<file path="config.mk">
export PLATFORM = sky130hd
export DESIGN_NAME = streaming_substring_search
export DESIGN_NICKNAME = d
export VERILOG_FILES = /design/src/rtl/sss_pkg.sv /design/src/rtl/streaming_substring_search.sv
export SDC_FILE = /design/constraint.sdc
export NUM_CORES = 1
export LEC_CHECK = 0
export BUFFER_PORTS_ARGS = -buffer_cell sky130_fd_sc_hd__buf_2
export CORE_MARGIN = 5
export CORE_UTILIZATION = 55
export CTS_BUF_LIST = sky130_fd_sc_hd__clkbuf_8
export DETAILED_ROUTE_END_ITERATION = 8
export GPL_TIMING_DRIVEN = 0
export HOLD_SLACK_MARGIN = 0.05
export MAX_ROUTING_LAYER = met4
export PLACE_DENSITY = 0.75
export REMOVE_ABC_BUFFERS = 1
export SYNTH_ARGS = -nofsm -noshare
export SYNTH_HDL_FRONTEND = slang
export SYNTH_SLANG_ARGS = --single-unit
</file>
<file path="constraint.sdc">
create_clock -name i_clk -period 17.7 [get_ports i_clk]
set_input_delay 0.885 -clock i_clk [delete_from_list [all_inputs] [get_ports i_clk]]
set_output_delay 0.885 -clock i_clk [all_outputs]
set_load 0.02 [all_outputs]
</file>
<file path="src/rtl/sss_pkg.sv">
`timescale 1ns / 1ps

package sss_pkg;

    localparam int CFG_INDEX_W = 2;
    localparam int CFG_DATA_W  = 64;
    localparam int LENGTH_W    = 5;
    localparam int NEEDLE_W    = 128;
    localparam int RES_OFFSET_W = 32;

    typedef logic [CFG_INDEX_W-1:0] t_cfg_index;

    localparam t_cfg_index CFG_NEEDLE_LOW    = 2'd0;
    localparam t_cfg_index CFG_NEEDLE_HIGH   = 2'd1;
    localparam t_cfg_index CFG_NEEDLE_LENGTH = 2'd2;

endpackage

</file>
<file path="src/rtl/streaming_substring_search.sv">
`timescale 1ns / 1ps

// Channel   Direction  Handshake                  Payload
// hay       in         i_hay_valid / o_hay_ready  i_hay_byte, i_hay_last
// res       out        o_res_valid / i_res_ready  o_found, o_match_offset
// cfg       in         i_cfg_wr_en (no wait)      i_cfg_index, i_cfg_data
//
// One haystack byte is taken every cycle while o_hay_ready is high; the window
// compare and count update feed the result register, or a skid entry while the
// output stalls. A two-entry result buffer keeps bytes flowing while a result
// waits; o_hay_ready drops only when both entries are full. Reset is synchronous
// and active low and clears the needle and search state.
module streaming_substring_search #(
    parameter int MAX_NEEDLE  = 16,
    parameter int OFFSET_BITS = 32
) (
    input  logic                          i_clk,
    input  logic                          i_rst_n,
    input  logic                          i_hay_valid,
    output logic                          o_hay_ready,
    input  logic [7:0]                    i_hay_byte,
    input  logic                          i_hay_last,
    output logic                          o_res_valid,
    input  logic                          i_res_ready,
    output logic                          o_found,
    output logic [sss_pkg::RES_OFFSET_W-1:0] o_match_offset,
    input  logic                          i_cfg_wr_en,
    input  sss_pkg::t_cfg_index           i_cfg_index,
    input  logic [sss_pkg::CFG_DATA_W-1:0] i_cfg_data
);
    import sss_pkg::*;

    localparam int IDX_W = $clog2(MAX_NEEDLE);
    localparam int LEN_W = $clog2(MAX_NEEDLE + 1);
    localparam logic [OFFSET_BITS-1:0] COUNT_MAX = '1;

    logic [CFG_DATA_W-1:0]             r_needle_low;
    logic [CFG_DATA_W-1:0]             r_needle_high;
    logic [LENGTH_W-1:0]               r_needle_length;

    logic [MAX_NEEDLE-1:0][7:0]        r_window;
    logic [MAX_NEEDLE-1:0][7:0]        n_window;
    logic [OFFSET_BITS-1:0]            r_seen;
    logic [OFFSET_BITS-1:0]            n_seen;
    logic                              r_done;
    logic                              n_done;

    logic                              r_out_valid;
    logic                              r_out_found;
    logic [RES_OFFSET_W-1:0]           r_out_offset;
    logic                              r_skid_valid;
    logic                              r_skid_found;
    logic [RES_OFFSET_W-1:0]           r_skid_offset;

    logic [MAX_NEEDLE-1:0][7:0]        shifted;
    logic [OFFSET_BITS-1:0]            seen_inc;
    logic [NEEDLE_W-1:0]               needle;
    logic [LEN_W-1:0]                  len;
    logic                              bytes_match;
    logic                              match;
    logic [OFFSET_BITS-1:0]            diff;
    logic                              has_result;
    logic                              res_found;
    logic [RES_OFFSET_W-1:0]           res_offset;
    logic                              accept;
    logic                              res_new;
    logic                              out_free;

    assign needle   = {r_needle_high, r_needle_low};
    assign len      = (r_needle_length > LENGTH_W'(MAX_NEEDLE)) ? LEN_W'(MAX_NEEDLE)
                                                                : LEN_W'(r_needle_length);
    assign shifted  = {r_window[MAX_NEEDLE-2:0], i_hay_byte};
    assign seen_inc = (r_seen == COUNT_MAX) ? r_seen : r_seen + OFFSET_BITS'(1);
    assign diff     = seen_inc - OFFSET_BITS'(len);

    // Needle byte i lines up with the window byte that arrived len-1-i beats ago.
    always_comb begin
        logic [LEN_W-1:0] pos;
        bytes_match = 1'b1;
        for (int i = 0; i < MAX_NEEDLE; i++) begin
            pos = len - LEN_W'(1) - LEN_W'(i);
            if (LEN_W'(i) < len) begin
                if (shifted[pos[IDX_W-1:0]] != needle[8*i +: 8]) begin
                    bytes_match = 1'b0;
                end
            end
        end
    end

    always_comb begin
        match = 1'b0;
        if (len == '0) begin
            match = 1'b1;
        end else if (seen_inc >= OFFSET_BITS'(len)) begin
            match = bytes_match;
        end
    end

    always_comb begin
        n_window   = shifted;
        n_seen     = seen_inc;
        n_done     = r_done;
        has_result = 1'b0;
        res_found  = 1'b0;
        res_offset = '0;
        if (r_done) begin
            n_window = r_window;
            n_seen   = r_seen;
            if (i_hay_last) begin
                n_seen = '0;
                n_done = 1'b0;
            end
        end else if (match) begin
            has_result = 1'b1;
            res_found  = 1'b1;
            res_offset = (len == '0) ? '0 : RES_OFFSET_W'(diff);
            if (i_hay_last) begin
                n_seen = '0;
            end else begin
                n_done = 1'b1;
            end
        end else if (i_hay_last) begin
            has_result = 1'b1;
            n_seen     = '0;
        end
    end

    assign o_hay_ready = !r_skid_valid;
    assign accept      = i_hay_valid && o_hay_ready;
    assign res_new     = accept && has_result;
    assign out_free    = !r_out_valid || i_res_ready;

    always_ff @(posedge i_clk) begin
        if (!i_rst_n) begin
            r_needle_low    <= '0;
            r_needle_high   <= '0;
            r_needle_length <= '0;
        end else if (i_cfg_wr_en) begin
            unique case (i_cfg_index)
                CFG_NEEDLE_LOW:    r_needle_low    <= i_cfg_data;
                CFG_NEEDLE_HIGH:   r_needle_high   <= i_cfg_data;
                CFG_NEEDLE_LENGTH: r_needle_length <= i_cfg_data[LENGTH_W-1:0];
                default: ;
            endcase
        end
    end

    always_ff @(posedge i_clk) begin
        if (!i_rst_n) begin
            r_seen <= '0;
            r_done <= 1'b0;
        end else if (accept) begin
            r_seen <= n_seen;
            r_done <= n_done;
        end
    end

    always_ff @(posedge i_clk) begin
        if (accept) begin
            r_window <= n_window;
        end
    end

    always_ff @(posedge i_clk) begin
        if (!i_rst_n) begin
            r_out_valid  <= 1'b0;
            r_skid_valid <= 1'b0;
        end else if (out_free) begin
            if (r_skid_valid) begin
                r_out_valid  <= 1'b1;
                r_skid_valid <= 1'b0;
            end else begin
                r_out_valid <= res_new;
            end
        end else if (res_new) begin
            r_skid_valid <= 1'b1;
        end
    end

    always_ff @(posedge i_clk) begin
        if (out_free) begin
            if (r_skid_valid) begin
                r_out_found  <= r_skid_found;
                r_out_offset <= r_skid_offset;
            end else if (res_new) begin
                r_out_found  <= res_found;
                r_out_offset <= res_offset;
            end
        end else if (res_new) begin
            r_skid_found  <= res_found;
            r_skid_offset <= res_offset;
        end
    end

    assign o_res_valid    = r_out_valid;
    assign o_found        = r_out_found;
    assign o_match_offset = r_out_offset;

endmodule

</file>
Word-level counts from Yosys, hierarchy flattened
Index checks and enable logic that the tools add are counted.
- register bits: 354
- bits of input ports: 80
- word-level logic and storage cells: 204
- add/sub/neg operators: 18
- order comparisons: 34
- equal/unequal tests: 20
- muxes and demuxes: 87
- bitwise operators: 3
- reduce and logical (&&, ||, !) cells: 16
- operators by type and width (cell ; count):
    8-bit binary-select mux with 4-bit select ; 16
    32-bit two-way mux ; 9
    8-bit two-way mux ; 16
    8-bit != test ; 16
    4-bit by 5-bit < comparator with 1-bit output (second input constant) ; 16
    1-bit two-way mux ; 45
    4-bit by 5-bit < comparator with 1-bit output (first input constant) ; 8
    32-bit by 1-bit adder with 32-bit output (second input constant) ; 1
    32-bit == test (second input constant) ; 1
    32-bit by 5-bit >= comparator with 1-bit output ; 1
    32-bit by 5-bit subtractor with 32-bit output ; 1
    4-bit subtractor (second input constant) ; 8
    3-bit by 5-bit < comparator with 1-bit output (first input constant) ; 4
    4-bit by 3-bit subtractor with 4-bit output (second input constant) ; 4
    2-bit AND reduction ; 7
    1-bit by 5-bit < comparator with 1-bit output (first input constant) ; 2
    2-bit by 5-bit < comparator with 1-bit output (first input constant) ; 2
    4-bit by 1-bit subtractor with 4-bit output (second input constant) ; 2
    4-bit by 2-bit subtractor with 4-bit output (second input constant) ; 2
    5-bit > comparator (second input constant) ; 1
    5-bit logical NOT ; 1
    5-bit two-way mux ; 1
    1-bit NOT ; 3
    2-bit by 1-bit == test with 1-bit output (second input constant) ; 1
    8 further kinds ; 10

Longest topological paths before layout
Gate-level depths: netlist of run 1.
- depth in word-level cells: 45
- mapped depth: 28
- gate-level depth less buffers: 19

Worst setup path before layout of run 1
Ideal clock, no wire load.
- path type: input to register
- start point: in i_hay_valid
- end point: reg r_skid_found (enable)
- library setup time: 0.472 ns
- arrival time: 9.563 ns
- slack: 7.665 ns
- stages: 4
- buffers on the path: 0
- cell sequence: nand2_1 nor2_1 o31ai_1 nor3b_1
- longest elaborated chain between the ends: 3
- RTL lines (what ; RTL line ; RTL):
    start: declaration ; streaming_substring_search.sv:19 ; input logic i_hay_valid,
    1-bit logical AND ; streaming_substring_search.sv:129 ; assign accept = i_hay_valid && o_hay_ready;
    1-bit logical AND ; streaming_substring_search.sv:130 ; assign res_new = accept && has_result;
    2-bit AND reduction (no line) ; - ;
    end signal: assignment ; streaming_substring_search.sv:190 ; r_skid_found <= res_found;
    end: declaration ; streaming_substring_search.sv:52 ; logic r_skid_found;
Every way passes these cells.
A chain may end at the register's enable or synchronous reset.

Final worst setup path of run 1
- start point: reg r_needle_length[3]
- end point: reg r_skid_offset[3] (enable)
- longest elaborated chain between the ends: 44
- elaborated cells on any way between the ends: 122
- classes of those cells: add/sub (16); order compare (18); eq/ne (16); mux (69); reduce/logical (3)
- RTL lines (what ; RTL line ; RTL):
    start: declaration ; streaming_substring_search.sv:39 ; logic [LENGTH_W-1:0] r_needle_length;
    start signal: assignment ; streaming_substring_search.sv:142 ; CFG_NEEDLE_LENGTH: r_needle_length <= i_cfg_data[LENGTH_W-1:0];
    5-bit > comparator ; streaming_substring_search.sv:70 ; assign len = (r_needle_length > LENGTH_W'(MAX_NEEDLE)) ? LEN_W'(MAX_NEEDLE)
    5-bit two-way mux * ; streaming_substring_search.sv:70 ;
    branches (longest 37 deep; another with 4-bit by 1-bit subtractor with 4-bit output) ; - ;
    1-bit two-way mux * ; streaming_substring_search.sv:92 ; if (len == '0) begin
    1-bit two-way mux * ; streaming_substring_search.sv:113 ; end else if (match) begin
    1-bit two-way mux * ; streaming_substring_search.sv:106 ; if (r_done) begin
    1-bit logical AND * ; streaming_substring_search.sv:130 ;
    2-bit AND reduction (no line) * ; - ;
    end signal: assignment ; streaming_substring_search.sv:191 ; r_skid_offset <= res_offset;
    end: declaration ; streaming_substring_search.sv:53 ; logic [RES_OFFSET_W-1:0] r_skid_offset;
Every way passes the cells marked *. The select of a mux whose other input is x is not followed.

==> summary by stage, run 1 <==
Clock network
The number of hold buffers added after CTS was 0. The buffer count from post-CTS setup fixing is 0. In this run the clock root is driven by a clkbuf_8. In this run the deepest clock path goes through 3 buffers. The deepest level of the CTS H-tree is 2. TritonCTS built the clock tree. The clock transition at the registers of the reported paths is 60 ps.

The CTS buffer count is 60. The number of gates resized after CTS was 0. The clock latency at the later pin of the worst-skew pair is slightly above 700 ps. The number of clock sinks is between 300 and 400.

Synthesis
The largest total area in the synthesized netlist belongs to edfxtp_1. By count the netlist is led by 409 x nand2_1, 204 x a21oi_1, 194 x mux2i_1, 186 x edfxtp_1, 168 x dfxtp_1. The area of the mapped netlist is between 20,000 and 25,000 um2. The netlist uses 86 different library cells. After synthesis, the mean cell area works out to roughly 9.6 um2. In the post-synthesis netlist, the biggest area contributors are edfxtp_1 23%, dfxtp_1 14%, mux4_2 9.6%, mux2i_1 8.1%, nand2_1 6.4%. Among all cell types in the netlist, the one instantiated most often is nand2_1.

The dominant synthesized flop cell is edfxtp_1. Synthesis inferred between 300 and 400 register bits. After technology mapping, the gate count stands at ~2,500. The top cell type by area accounts for about a quarter of the synthesized area. For this run, the number of Yosys warnings is 0. Counting flops with an async set or reset pin after synthesis yields a share of 0%.

The number of flops mapped to enable cells by yosys is 186. The proportion of synthesized chip area in sequential cells is between 30% and 40%.

Global routing
The total overflow reported by the global router is 0. The maximum number of pins on one net before global-route repair is a little over 90. The first global-routing pass estimated 118 mm of wire. The global router's overall resource usage is 32.4%. The number of antenna violations at the first check in global routing is 2. The number of global-route vias before repair is just under 20,000.

Timing
Setup repair after global routing left no endpoint under its margin. The number of hold-slack violations in the final timing report was 0. Timing would allow up to 112 MHz. Setup slack on the critical path of the routed design comes to about 8800 ps. The share of the clock period used by the worst path after layout is around half.

The clock skew is 27.3 ps. For the finished layout, the period the worst path requires is about 8900 ps. The number of failing setup endpoints in the final timing report is 0.

At the pin with the least slew margin, the transition time is approximately 1400 ps. The max-slew violation count is 0. The worst slew margin relative to its limit is ~3.9%.

Place
The post-detailed-placement half-perimeter wirelength is approximately 55 mm. The count of port buffers added during placement is between 100 and 150. The post-place instance area is ~25,000 um2. The final weighted congestion in routability-driven placement is 1.04.

Timing analysis after detailed placement gives a worst setup slack of between 8000 and 9000 ps.

Cells and area
The core occupancy in the finished layout is between 60% and 70%. The proportion of layout cells with a drive suffix above 1 is between 10% and 20%. From synthesis to final layout, the design area changed by 10.4%. The number of nets at the end of the flow is roughly 2,600. The finished cells cover roughly 26,000 um2.

Detailed routing
The residual DRC count is 0. The first routing iteration left approximately 2,600 violations. The per-cell routed wire length is ~24 um.

The detailed-router iteration count before antenna repair is 6. The number of vias after detailed routing is about 21,000. Dividing the detail-routed via count by the number of cells gives about 6.6. The count of nets left with antenna violations once routing finished came out at 0. The aggregate routed wire length is around 76 mm.

Job
The number of max-capacitance violations reported is 0.

Die
The floorplan core area is about 43,000 um2. Measured along the y axis, the die boundary spans ~220 um. The floorplan step defined a die boundary enclosing about 48,000 um2. The top-level I/O count is ~120.

In this run the horizontal extent of the chip is 218 um. The initial utilization of the core area, before any placement, comes to between 50% and 60%. The number of standard-cell rows in the floorplan is 76.

Critical path
The capture instance of the worst register-to-register path is r_skid_offset[3]. In this run the register-to-register setup slack is between 8000 and 9000 ps. The top fanout value on the critical path is 27.

The worst endpoint data arrival time is between 9000 and 10,000 ps. The data required time of the worst path is between 15,000 and 20,000 ps. The type of the setup path with the least slack is register to register. The critical path startpoint category is a register. For the worst flop-to-flop path, the logic depth is 14. The worst setup path is captured at a register. The worst register-to-register path begins at r_needle_length[3].

Outcome
The flow ran to the end, and the final reports show no timing, DRC or antenna violations.

Power and ir drop
Power spread over the standard cell area amounts to between 80 and 90 nW/um2. The static leakage is 0.00949 uW. The post-layout total power is 2320 uW.

VDD sags by at most about 0.000066 V.

Min path
The start point of the worst min-delay path is i_cfg_data[63]. The worst hold-check path type is primary input to register. The number of cells on the worst hold path is 3. The hold-critical path endpoint is r_needle_low[63].
layout make-up:
cell class	instances	area [um2]
clock inverter	39	226
antenna	2	5.00
fill	3571	16600
multi-input combinational	1918	14000
sequential	354	8950
inverter	35	139
tap	585	732
clock buffer	74	1020
timing repair buffer	152	1250
metrics by stage:
step | hold WS (ps) | cells | setup TNS, ps
finish | 428 | 3159 | 0
global route | 404 | 3159 | 0
CTS | 386 | 3156 | 0
detailed placement | 461 | 3043 | 0
global placement | 456 | 3006 | -315550
floorplan | 441 | 2307 | 0
sequential cells by signal (all words and copies together), names as in the netlist:
register,cells
r_window,120
r_needle_high,64
r_needle_low,64
o_match_offset,32
r_seen,32
r_skid_offset,32
r_needle_length,5
o_found,1
o_res_valid,1
r_done,1
r_skid_found,1
r_skid_valid,1
how the worst max path moves through the flow:
stage,to,start,cells after the start,slack [ps]
after floorplan,r_skid_found,r_needle_length[0],17,1530
after global placement,r_skid_offset[3],r_needle_length[0],17,-4600
after detailed placement,r_skid_offset[3],r_needle_length[0],20,8910
after CTS,r_skid_offset[3],r_needle_length[0],20,8890
after global routing,r_skid_offset[3],r_needle_length[0],20,8330
final,r_skid_offset[3],r_needle_length[3],14,8780
routing by layer:
layer | up-vias | track usage (%) | share of wire, %
li1 | 9341 | - | -
met1 | 10200 | 42.4 | 39
met2 | 1257 | 48.6 | 45
met3 | 231 | 6.65 | 10
met4 | 0 | 15.5 | 5.5
met5 | - | - | 0
cell usage in the layout (no fill, tap or decap), types with 8 or more instances in the layout:
master     count
nor3_1        49
nor3b_1       17
a32o_1        11
buf_6         10
a211oi_1      26
a21o_1        12
xnor2_1      107
nor4_1        15
nand2b_1       9
and2_1        10
mux2_2        19
and3_1        28
a211o_1       12
clkbuf_8      74
mux4_2       102
a22o_1         8
dfxtp_1      165
xor2_1        75
a31oi_1       16
o31ai_2       28
o21ai_0       65
o221ai_1      10
buf_12        15
a22oi_1       35
edfxtp_1     186
inv_1         50
or3_1         16
nand4_1       28
a21oi_1      203
and3b_1       13
o22ai_1       34
buf_2        114
ha_1          18
nand2_1      409
nand3_1       60
mux2i_1      194
o31ai_1        9
nor2_1       148
o2111ai_1     18
worst max-delay path, stage by stage (launching register included):
cell and delay [ps]:
dfxtp_1 1270, nor2b_1 1210, o22a_1 890, nand2_1 730, mux4_2 760, mux2i_1 260
xnor2_1 150, nand3_1 250, o41ai_1 690, nand4_1 250, nor4_4 530, o31ai_1 290
nor3b_2 810, buf_6 270, buf_6 190
cell families after synthesis:
logic type / Yosys count / share of synthesized area, %
AOI/OAI and AO/OA: 546 / 15.4
DFF: 354 / 37.5
adders and majority gates: 20 / 1.08
buffers and inverters: 223 / 4.02
muxes: 315 / 18.7
and+or+nand+nor: 854 / 16.6
xor gates and xnor gates: 183 / 6.72
report_power, final:
part / switching [uW] / total [uW] / internal [uW] / leakage (uW)
registers: 50.9 / 968 / 917 / 0.00310
logic: 347 / 585 / 238 / 0.00566
clock network: 362 / 770 / 407 / 0.000726
total: 761 / 2320 / 1560 / 0.00949
Power figures use the tool's default switching activity.
==> run 2: changes to the inputs <==
--- a/config.mk
+++ b/config.mk
@@ -5,6 +5,7 @@
 export SDC_FILE = /design/constraint.sdc
 export NUM_CORES = 1
 export LEC_CHECK = 0
+export ABC_AREA = 1
 export BUFFER_PORTS_ARGS = -buffer_cell sky130_fd_sc_hd__buf_2
 export CORE_MARGIN = 5
 export CORE_UTILIZATION = 55
==> constraint.sdc (replaced) <==
create_clock -name i_clk -period 8.5 [get_ports i_clk]
set_input_delay 0.425 -clock i_clk [delete_from_list [all_inputs] [get_ports i_clk]]
set_output_delay 0.425 -clock i_clk [all_outputs]
set_load 0.02 [all_outputs]
==> run 2 against run 1 <==
Compared with the run above:
- clock power grew 120%
- clock skew is 5.3 ps higher
- sequential power increased by 110%
- sequential share of layout area decreased by 0.63 points
- non-clock buffer count increased by 56
- worst hold slack worse by 340 ps
==> summary by stage, run 2 <==
Outcome
The flow ran to the end, and the final reports show no timing, DRC or antenna violations.

Die
The overall die area is 47,200 um2 (-0.83%). The height of the die is 217 um (-0.41%). The number of standard-cell rows in the floorplan is 76 (unchanged). The top-level I/O count is 115 (unchanged). The floorplan core area came to 42,800 um2 (-0.44%). The initial cell density of the core is 55.2% (-0.24 points). The overall die width is 217 um (-0.41%).

Cells and area
The flip-flop count of the largest register, all copies and words added came to 120 (unchanged). The proportion of layout cells with a drive suffix above 1 was 7.17% (-9.6 points). The number of nets at the end of the flow is 3,898 (+49%). The final instance area is 26,800 um2 (+1.8%). The count of placed standard cells in the final layout, fillers left out came to 4,397 (+39%). The core occupancy in the finished layout is 62.7% (+1.4 points). Leaving out fill and tap cells, the most frequent cell in the layout is nand2_1. The largest registers in the layout are r_window x120, r_needle_high x64, r_needle_low x64. From synthesis to final layout, the design area changed by 13.4%.

Leaving out fill and tap cells, the most frequent cells in the layout are 1,518 x nand2_1, 609 x nand3_1, 268 x nor2_1. The register with the most flip-flops in the final layout is r_window.

Power and ir drop
The switching share of total power was 37.6% (+4.9 points). The static leakage is 0.0128 uW (+35%). The switching power summed over all nets was 2070 uW (+170%). The internal power consumption is 3430 uW (+120%). The power density relative to cell area was 205 nW/um2 (+130%). The share of total power in combinational logic is 32.2% (+7.0 points).

The worst voltage drop across the vdd grid is 0.000149 V (+120%). The power share of the clock group came to 31.3% (-1.8 points). The register share of total power is 36.5% (-5.2 points).

Synthesis
The average cell area after synthesis is 6.37 um2 (-33%). The register bit total from synthesis is 354 (unchanged). The cell with the most instances after synthesis is nand2_1. The proportion of synthesized chip area in sequential cells came to 37.9% (+0.33 points). The proportion of synthesized flip-flops having asynchronous set or reset came to 0% (unchanged). The number of flops mapped to enable cells by yosys is 186 (unchanged). The cell count after synthesis is 3,709 (+49%). The number of unique standard cell types used by synthesis is 35 (-59%).

By count the netlist is led by 1,519 x nand2_1, 609 x nand3_1, 272 x nor2_1, 255 x inv_1, 191 x o21ai_0. By area the synthesized netlist is led by nand2_1 24%, edfxtp_1 24%, dfxtp_1 14%, nand3_1 13%, nor2_1 4.3%. In the synthesized netlist the dominant register cell turns out to be edfxtp_1.

The dominant cell type by area after synthesis is nand2_1. The count of synthesis-stage warnings from yosys came to 0 (unchanged). The area of the mapped netlist is 23,600 um2 (-0.87%). The area share of the largest cell type after synthesis is 24.1% (+0.70 points).

Timing
The transition time at the pin with the least slew margin is 1370 ps (-62.9 ps). The share of the clock period used by the worst path after layout is 94.3% (+44 points). The highest clock frequency the design can meet is 125 MHz (+11%). The worst slew margin relative to its limit is 8.23% (+4.3 points). The total negative slack was 0 ps (unchanged).

The number of failing setup endpoints in the final timing report came to 0 (unchanged). The time the worst path needs with I/O delays and setup is 8010 ps (-912 ps). The number of hold-slack violations in the final timing report is 0 (unchanged). The max-slew violation count is 0 (unchanged). The clock skew is 32.5 ps (+5.27 ps).

Setup repair after global routing left no endpoint under its margin.

Min path
The worst hold-check path type is primary input to register. In this run the most critical hold path is launched from i_cfg_data[40].

Place
The cell count after placement was 4,215 (+39%). The post-detailed-placement half-perimeter wirelength is 53.5 mm (-3.6%). The final weighted congestion in routability-driven placement is 0.975 (-6.0%).

The post-place instance area is 24,800 um2 (-1.0%). The count of port buffers added during placement is 114 (unchanged).

Clock network
The deepest level of the CTS H-tree is 2 (unchanged). The clock tree from TritonCTS is yes. The number of clock sinks was 354 (unchanged). The clock latency at the later pin of the worst-skew pair is 680 ps (-30 ps).

The CTS buffer count is 61 (+1.7%). The maximum clock path buffer count is 3 (unchanged). Clock tree synthesis selected as its root buffer the cell clkbuf_8. The clock transition at the registers of the reported paths was 70 ps (about the same).

Critical path
In this run the worst setup path begins at r_needle_length[4]. In this run the critical register-to-register path is launched from r_needle_length[4]. The data required time of the worst path is 9000 ps (-9090 ps). The worst endpoint data arrival time is 8520 ps (-800 ps). In this design, the critical path's most frequently occurring cell is nand2_1. STA classifies the critical path endpoint as a register. The delay of the slowest critical-path stage is 860 ps (-410 ps). The top fanout value on the critical path is 103 (+280%).

Among all stages on the critical path, the largest delay is contributed by ha_4. The worst setup path is of the register to register kind. The critical path buffer and inverter count was 4 (+2). The worst setup path is launched from a register. In this design, the largest share of critical-path delay is due to simple AND/OR/NAND/NOR gates.

Global routing
The global router's overall resource usage is 31.6% (-0.85 points). The number of global-route vias before repair is 21,600 (+9.7%). The total overflow reported by the global router is 0 (unchanged).

The wire length of the first global-routing pass was 117 mm (-0.35%). The number of antenna violations at the first check in global routing came to 0 (-2). The maximum number of pins on one net before global-route repair is 107 (+18%).

Detailed routing
The residual DRC count was 0 (unchanged). The via-per-instance ratio is 5.55 (-16%). The detailed router's first-iteration violation count is 2,643 (+3.3%). The per-cell routed wire length is 16.9 um (-30%). The number of vias after detailed routing is 24,400 (+16%). The count of antenna-violating nets left after detailed routing is 0 (unchanged).

The aggregate routed wire length came to 74.5 mm (-2.6%). The detailed-router iteration count before antenna repair is 6 (unchanged).

Job
The number of max-capacitance violations reported was 0 (unchanged).
run 2: cell count changes in the layout (fill, tap and decap cells not counted), moves of 64 or more:
| cell | before | now |
|---|---|---|
| inv_1 | 50 | 259 |
| xnor2_1 | 107 | 14 |
| nand3_1 | 60 | 609 |
| nand2_1 | 409 | 1518 |
| dlygate4sd3_1 | 0 | 64 |
| nor2_1 | 148 | 268 |
| mux2i_1 | 194 | 0 |
| o21ai_0 | 65 | 191 |
| a21oi_1 | 203 | 134 |
| mux4_2 | 102 | 0 |
run 2: cell families (layout without fill, tap and decap cells):
kind of cell | after synthesis | count (layout) | synth area share, %
xor+xnor | 63 | 63 | 2.46
simple gates | 2482 | 2482 | 43.6
buf+inv | 443 | 583 | 7.45
other cells | 0 | 1 | 0
compound gates | 347 | 348 | 7.56
flops | 354 | 354 | 37.9
fa+ha+maj | 20 | 20 | 1.09
run 2: what timing repair did:
action | CTS | global route
setup endpoints to repair | 0 | 31
endpoints found under the hold margin | 103 | 0
setup buffers | 0 | 0
gates resized for setup | 0 | 1
hold buffers | 64 | 0
run 2: per-stage QoR:
step	total power (uW)	hold slack, ps	setup WS, ps
3_5_place_dp	3740	436	523
3_3_place_gp	3700	428	-11640
4_1_cts	5480	52.7	524
5_1_grt	5820	92.8	160
6_report	5500	88.6	487
2_1_floorplan	3190	426	-3380
run 2: cell type report:
type	count	area (um2)
repair buffers	208	1810
multi-input cells	2913	13000
clock inverters	44	359
diodes	1	2.50
flip-flops and latches	354	8950
well taps	546	683
fillers	4007	16000
inverters	260	987
clock buffers	71	977
run 2: power groups by stage:
stage | Clock (uW) | Sequential [uW] | Combinational [uW]
6_report | 1720 | 2010 | 1770
3_3_place_gp | 0 | 2050 | 1650
5_1_grt | 1820 | 2020 | 1970
2_1_floorplan | 0 | 2060 | 1130
3_5_place_dp | 0 | 2040 | 1700
4_1_cts | 1740 | 2010 | 1730
run 2: worst reg2reg max path: cells and delay by family, from the launching register on:
kind | cells | cell delay, ps
AND/OR/NAND/NOR | 17 | 3860
AO/OA/AOI/OAI | 2 | 990
flip-flops | 1 | 390
adder cells (fa/ha/maj) | 2 | 1280
buffers and inverters | 4 | 1340
run 2: routing by layer:
metal  track usage (%)  share of wire, %  vias to the layer above
met4              11.1               3.8                        0
met5                 -                 0                        -
met1              43.7                44                    10900
met3              5.73               9.6                      161
li1                  -                 -                    12200
met2              46.9                43                     1136
run 2: path summary, 6_finish.rpt:
check                     endpoint  slack [ps]  cells after the start
hold / removal    r_needle_low[40]          90                      3
setup reg to reg  r_skid_offset[6]         490                     25
setup / recovery  r_skid_offset[6]         490                     25
hold reg to reg       r_window[98]         450                      0
